File: src/design/codepoint_set_filter_core_macros.svh
// Assertion helpers for the codepoint set filter RTL.
`ifndef CODEPOINT_SET_FILTER_CORE_MACROS_SVH
`define CODEPOINT_SET_FILTER_CORE_MACROS_SVH

// Generic form with an explicit clock and reset.
`define CPSF_ASSERT_CLKRST(lbl, clk, rst, prop, msg) \
   lbl: assert property (@(posedge clk) disable iff (rst) prop) else $error(msg);

// Short form for modules whose clock and reset are named clock and reset.
`define CPSF_ASSERT(lbl, prop, msg) \
   `CPSF_ASSERT_CLKRST(lbl, clock, reset, prop, msg)

`endif

File: src/design/cpsf_pkg.sv
`default_nettype none
package cpsf_pkg;

   localparam int PLANE_COUNT   = 17;
   localparam int COUNT_BITS    = 24;
   localparam int PLANE_SPAN    = 65536;
   localparam int CP_LIMIT      = PLANE_COUNT * PLANE_SPAN;
   localparam int WORD_BITS     = 32;
   localparam int BIT_BITS      = $clog2(WORD_BITS);
   localparam int WORD_COUNT    = CP_LIMIT / WORD_BITS;
   localparam int ADDR_BITS     = $clog2(WORD_COUNT);
   localparam int CP_BITS       = 21;
   localparam int OP_BITS       = 2;
   localparam int MATCH_BITS    = 24;
   localparam int REQ_DATA_BITS = 24;
   localparam int RSP_DATA_BITS = 32;
   localparam int RSP_PAD_BITS  = RSP_DATA_BITS - (6 + MATCH_BITS);
   localparam int QUEUE_DEPTH   = 2;
   localparam int QIDX_BITS     = $clog2(QUEUE_DEPTH);
   localparam int QCNT_BITS     = $clog2(QUEUE_DEPTH + 1);

   localparam logic [OP_BITS-1:0] OP_ADD    = 2'd0;
   localparam logic [OP_BITS-1:0] OP_DELETE = 2'd1;
   localparam logic [OP_BITS-1:0] OP_TEST   = 2'd2;
   localparam logic [OP_BITS-1:0] OP_FILTER = 2'd3;

   typedef struct packed {
      logic [OP_BITS-1:0]   opcode;
      logic [ADDR_BITS-1:0] word_addr;
      logic [BIT_BITS-1:0]  bit_idx;
      logic                 last;
      logic                 bad;
   } queue_entry_type;

   typedef struct packed {
      logic            valid;
      queue_entry_type entry;
   } queue_head_type;

   typedef struct packed {
      logic clear_done;
   } back_status_type;

endpackage
`default_nettype wire

File: src/design/cpsf_front.sv
`default_nettype none
module cpsf_front
   import cpsf_pkg::*;
(
   input  wire logic                     clock,
   input  wire logic                     reset,
   input  wire logic                     req_tvalid,
   output logic                          req_tready,
   input  wire logic [REQ_DATA_BITS-1:0] req_tdata,
   input  wire logic [OP_BITS-1:0]       req_tuser,
   input  wire logic                     req_tlast,
   input  wire back_status_type          back_status,
   input  wire logic                     pop,
   output queue_head_type                head
);

   queue_entry_type              queue_ff [QUEUE_DEPTH];
   logic [QIDX_BITS-1:0]         wr_ptr_ff, wr_ptr_in;
   logic [QIDX_BITS-1:0]         rd_ptr_ff, rd_ptr_in;
   logic [QCNT_BITS-1:0]         fill_ff, fill_in;
   logic [CP_BITS-1:0]           codepoint;
   logic                         push;
   queue_entry_type              new_entry;

   // Classify the item: range check and split into word address and bit.
   assign codepoint           = req_tdata[CP_BITS-1:0];
   assign new_entry.opcode    = req_tuser;
   assign new_entry.word_addr = ADDR_BITS'(codepoint >> BIT_BITS);
   assign new_entry.bit_idx   = codepoint[BIT_BITS-1:0];
   assign new_entry.last      = req_tlast;
   assign new_entry.bad       = (codepoint >= CP_BITS'(CP_LIMIT));

   assign req_tready = back_status.clear_done && (fill_ff != QCNT_BITS'(QUEUE_DEPTH));
   assign push       = req_tvalid && req_tready;

   always_comb begin
      wr_ptr_in = wr_ptr_ff;
      rd_ptr_in = rd_ptr_ff;
      fill_in   = fill_ff;
      if (push) begin
         wr_ptr_in = (wr_ptr_ff == QIDX_BITS'(QUEUE_DEPTH - 1)) ? '0 : wr_ptr_ff + 1'b1;
      end
      if (pop) begin
         rd_ptr_in = (rd_ptr_ff == QIDX_BITS'(QUEUE_DEPTH - 1)) ? '0 : rd_ptr_ff + 1'b1;
      end
      if (push && !pop) begin
         fill_in = fill_ff + 1'b1;
      end else if (pop && !push) begin
         fill_in = fill_ff - 1'b1;
      end
   end

   always_ff @(posedge clock) begin
      if (reset) begin
         wr_ptr_ff <= '0;
         rd_ptr_ff <= '0;
         fill_ff   <= '0;
      end else begin
         wr_ptr_ff <= wr_ptr_in;
         rd_ptr_ff <= rd_ptr_in;
         fill_ff   <= fill_in;
      end
   end

   always_ff @(posedge clock) begin
      if (push) begin
         queue_ff[wr_ptr_ff] <= new_entry;
      end
   end

   assign head.valid = (fill_ff != '0);
   assign head.entry = queue_ff[rd_ptr_ff];

endmodule
`default_nettype wire

File: config.mk
export PLATFORM = sky130hd
export DESIGN_NAME = cpsf_front
export DESIGN_NICKNAME = d
export VERILOG_FILES = /design/src/design/codepoint_set_filter_core_macros.svh /design/src/design/cpsf_pkg.sv /design/src/design/cpsf_front.sv
export SDC_FILE = /design/constraint.sdc
export NUM_CORES = 1
export LEC_CHECK = 0
export ABC_AREA = 1
export BUFFER_PORTS_ARGS = -buffer_cell sky130_fd_sc_hd__buf_2
export CORE_AREA = 2 2 66 68
export DETAILED_ROUTE_END_ITERATION = 8
export DIE_AREA = 0 0 68 70
export HOLD_SLACK_MARGIN = 0.06
export PLACE_DENSITY = 0.82
export SYNTH_ARGS = -nofsm -noshare
export SYNTH_HDL_FRONTEND = slang
export SYNTH_SLANG_ARGS = --single-unit
File: constraint.sdc
create_clock -name clock -period 4 [get_ports clock]
set_input_delay 0 -clock clock [delete_from_list [all_inputs] [get_ports clock]]
set_output_delay 0 -clock clock [all_outputs]
set_load 0.1 [all_outputs]
Word level (Yosys, flattened, before mapping)

Memories as Yosys holds them, arrays and structs flattened. A register that Yosys moved wholly into a read port is not among the register bits.
Cells that the tools add are included.

Bits in latches: 0
Bits in read-only memories: 0
Output and inout port bits: 27
RAM bits: 50
Memories kept: 1
Flip-flop bits (word level): 4

Memories:

| name     | depth | width | read ports | clocked after Yosys merged registers in | wr ports | line             | source |
|---|---|---|---|---|---|---|---|
| queue_ff | 2     | 25    | 1          | 1                                       | 1        | cpsf_front.sv:17 | `queue_entry_type queue_ff [QUEUE_DEPTH];` |

Bitwise operators: 0
Divide/modulo/power cells: 0
$mul: 0
Equal/unequal tests: 1
Reduce and logical (&&, ||, !) cells: 8
Multiplexer cells: 8
Shift-type cells: 0
Add/sub/neg operators: 4
$lt $le $gt $ge: 1

Operators by type and width:

| operator                                          | count |
|---|---|
| >= comparator 21 bit (second input constant)      | 1 |
| 2-to-1 mux 1 bit                                  | 6 |
| logical AND 1 bit                                 | 4 |
| 2-to-1 mux 2 bit                                  | 2 |
| nonzero test 2 bit                                | 2 |
| adder 1 bit (second input constant)               | 2 |
| adder 2 x 1 -> 2 bit (second input constant)      | 1 |
| logical NOT 1 bit                                 | 2 |
| != test 2 bit (second input constant)             | 1 |
| subtractor 2 x 1 -> 2 bit (second input constant) | 1 |

Depth between registers and ports, before layout

Word-level depth: 7
Gate-level depth with buffers: 11
Depth with buffers taken out: 11

Worst setup path before layout

OpenSTA, ideal clock, no wires.

Path kind: register to output
Start point: reg fill_ff[0]
End point: out req_tready
Cell stages (with the launch flop): 3
Data required time: 4.000 ns
Arrival: 2.548 ns
Setup slack: 1.452 ns
Buffers on the path: 0
Cells stage by stage: dfxtp_1 inv_1 a21boi_0

Word-level cells in the longest chain between the ends: 2

Ends and longest elaborated chain:

| element                  | line             | source |
|---|---|---|
| start: declaration       | cpsf_front.sv:20 | `logic [QCNT_BITS-1:0] fill_ff, fill_in;` |
| start signal: assignment | cpsf_front.sv:61 | `fill_ff <= fill_in;` |
| != test 2 bit            | cpsf_front.sv:33 | `assign req_tready = back_status.clear_done && (fill_ff != QCNT_BITS'(QUEUE_DEPTH));` |
| logical AND 1 bit        | cpsf_front.sv:33 |  |
| end: declaration         | cpsf_front.sv:8  | `output logic req_tready,` |

Every way passes these cells.

==> impl_metrics.tcl <==
set metrics [dict create \
    outcome "completed" \
    dpl_worst_slack_ns 1.96 \
    hp-class "input port to flip-flop" \
    first_pass_iters 4 \
    yosys_warnings 0 \
    hpwl_mm 2.62 \
    p_per_area_nw_per_um2 481 \
    ys_types 16 \
    port_buffers 55 \
    drc 0 \
    syn_nets 151 \
    grt_pass1_wl_mm 5.93 \
    globalRoute.totalOverflow 0 \
    grt_pass1_vias 1285 \
    cts_resized 0 \
    async_flop_share 0 \
    regArea_um2 1600 \
    muxShareOfSynthArea 0.164 \
    ant_nets 0 \
    irDropWorstVdd_mv 0.260 \
    antenna_cells 0 \
    drt-total-wl_mm 3.93 \
    drive_above_1_share 0.432 \
    setup_viol 0 \
    pin_count 59 \
    vias 1275 \
    period_share 0.542 \
    synth_compound_area_frac 0.0115 \
    placed_cell_area_um2 2470 \
    crit_path_start_kind "flip-flop" \
    clk_pin_slew_ns 0.09 \
    synth_common_cells "50 x edfxtp_1, 20 x mux2_4, 10 x inv_1" \
    tns_ns 0 \
    worst_slack_ns 1.83 \
    fillCellCount 286 \
    crit_path_top_delay_cell "dfxtp_1" \
    grt_max_degree 26 \
    netlist_area_um2 2170 \
    fin_crit_ns 2.17 \
    avgSynthCellArea_um2 18.4 \
    synth-seq-cells 55 \
    synth-simple-area-share 0.0363 \
    cts_buffers 5 \
    wl_per_cell_um 15.2 \
    synth_area_leaders "edfxtp_1 69%, mux2_4 14%, dfxtp_1 4.6%, mux2_2 2.6%, buf_12 1.8%" \
    maxSlewViolCount 0 \
    rsz0062_at_grt "false" \
    crit_path_end_kind "output pin" \
    finalHoldViolations 0 \
    viasPerCell 4.94 \
    initial_core_util 0.524 \
    fp.coreArea_um2 4140 \
    critPathBufInv 2 \
    ys_seq_area_frac 0.737 \
    die_width_um 68 \
    track_usage 0.178 \
    synth_top_area_cell "edfxtp_1" \
    cts_buffer_depth 2 \
    synth_top_area_frac 0.691 \
    max_stage_delay_ns 0.80 \
    path_class "flip-flop to output pin" \
    cts_tree "built" \
    clock-root-buffer "clkbuf_8" \
    synth_fa_ha_area_frac 0.00576 \
    worstMarginPinSlew_ns 1.23 \
    nets 238 \
    dieArea_um2 4760 \
    slew_headroom 0.180 \
    fmax_mhz 461 \
    synthToLayoutAreaGrowth_pct 31.2 \
    routabilityCongestion 0.669 \
    final.setup_skew_ns 0.00557 \
    cp.required_ns 4.00 \
    postSynthCellCount 118 \
    cap_violations 0 \
    multi_input_area_um2 484 \
    antenna_found_initial 0 \
    leakage_nw 1.17 \
    cpLargestDelayFamily "flip-flops" \
    synth_edf_count 50 \
    synth_xor_area_frac 0.00403 \
    drtIter0Drc 56 \
    synth_top_family_by_area "multiplexers" \
    htreeDepth 2 \
    finalInstanceArea_um2 2850 \
    power.total_mw 1.37 \
    clk-insertion-delay-late_ns 0.30 \
    worstPathCellList "buf_4, mux2_2, buf_2" \
    ys_dominant_reg_cell "edfxtp_1" \
    cts_sinks 55 \
    synth_most_common_cell "edfxtp_1" \
    critPathArrivalTime_ns 2.17 \
    crit_path_max_fanout 13 \
    die_y_um 70 \
    rows 24 \
]
per-stage QoR:
| stage | std cells | hold slack, ns | util |
|---|---|---|---|
| after floorplan | 118 | 0.0715 | - |
| after global placement | 223 | 0.188 | 0.596 |
| after detailed placement | 223 | 0.191 | 0.596 |
| after CTS | 258 | 0.274 | 0.688 |
| after global routing | 258 | 0.334 | 0.688 |
| final | 258 | 0.315 | 0.688 |
path summary, 6_finish.rpt:
kind	start	endpoint	slack [ns]	cells after the start
worst min register to register	rd_ptr_ff	rd_ptr_ff	0.57	2
worst max register to register	fill_ff[0]	queue_ff[0][1]	1.96	4
worst min-delay path	req_tvalid	fill_ff[0]	0.32	5
worst max-delay path	flip-flop	head[21]	1.83	3
layout make-up:
cell class              instances  area share
multi-input cells              50       0.170
inverters                      10      0.0132
repair buffers                 83       0.194
clock inverters                 3      0.0136
well taps                      52      0.0228
flip-flops and latches         55       0.562
clock buffers                   5      0.0242
flip-flops by register name, summed over array words and instances (netlist names), named ones only:
name       flops
wr_ptr_ff      1
fill_ff        2
queue_ff      50
rd_ptr_ff      1
what timing repair did:
action / CTS / global route
endpoints found under the hold margin: 53 / 0
buffers inserted: 0 / 0
hold buffers: 27 / 0
where the power goes:
part           switching, mW  internal [mW]
Sequential            0.0155          0.656
Clock                  0.167          0.183
Combinational          0.259         0.0908
logic make-up after synthesis:
family	after synthesis
buffers and inverters	13
AND/OR/NAND/NOR	19
AO/OA/AOI/OAI	4
XOR/XNOR	1
adder cells (fa/ha/maj)	1
multiplexers	25
flip-flops	55
worst register-to-register path: cells and delay by family (launching register included):
kind                   cells  cell delay [ns]
flip-flops                 1             0.36
buffers and inverters      1             0.10
AND/OR/NAND/NOR            3             1.19
routing by layer:
layer	wire length [um]	vias up	share of wire	global-route usage
met4	85	0	0.022	0.0889
met5	0	-	0	0
li1	-	603	-	-
met1	1430	625	0.36	0.179
met2	2260	39	0.57	0.330
met3	153	8	0.039	0.0354
cell usage in the layout (no fill, tap or decap), types with 2 or more instances in the layout:
| cell | count |
|---|---|
| inv_1 | 10 |
| mux2_2 | 5 |
| buf_2 | 55 |
| dfxtp_1 | 5 |
| dlygate4sd3_1 | 27 |
| a21boi_0 | 2 |
| edfxtp_1 | 50 |
| nand4_1 | 2 |
| nor2_1 | 6 |
| nand2_1 | 8 |
| nand3_1 | 2 |
| clkbuf_8 | 5 |
| mux2_4 | 20 |
No activity file was read; power rests on OpenSTA's default activity.
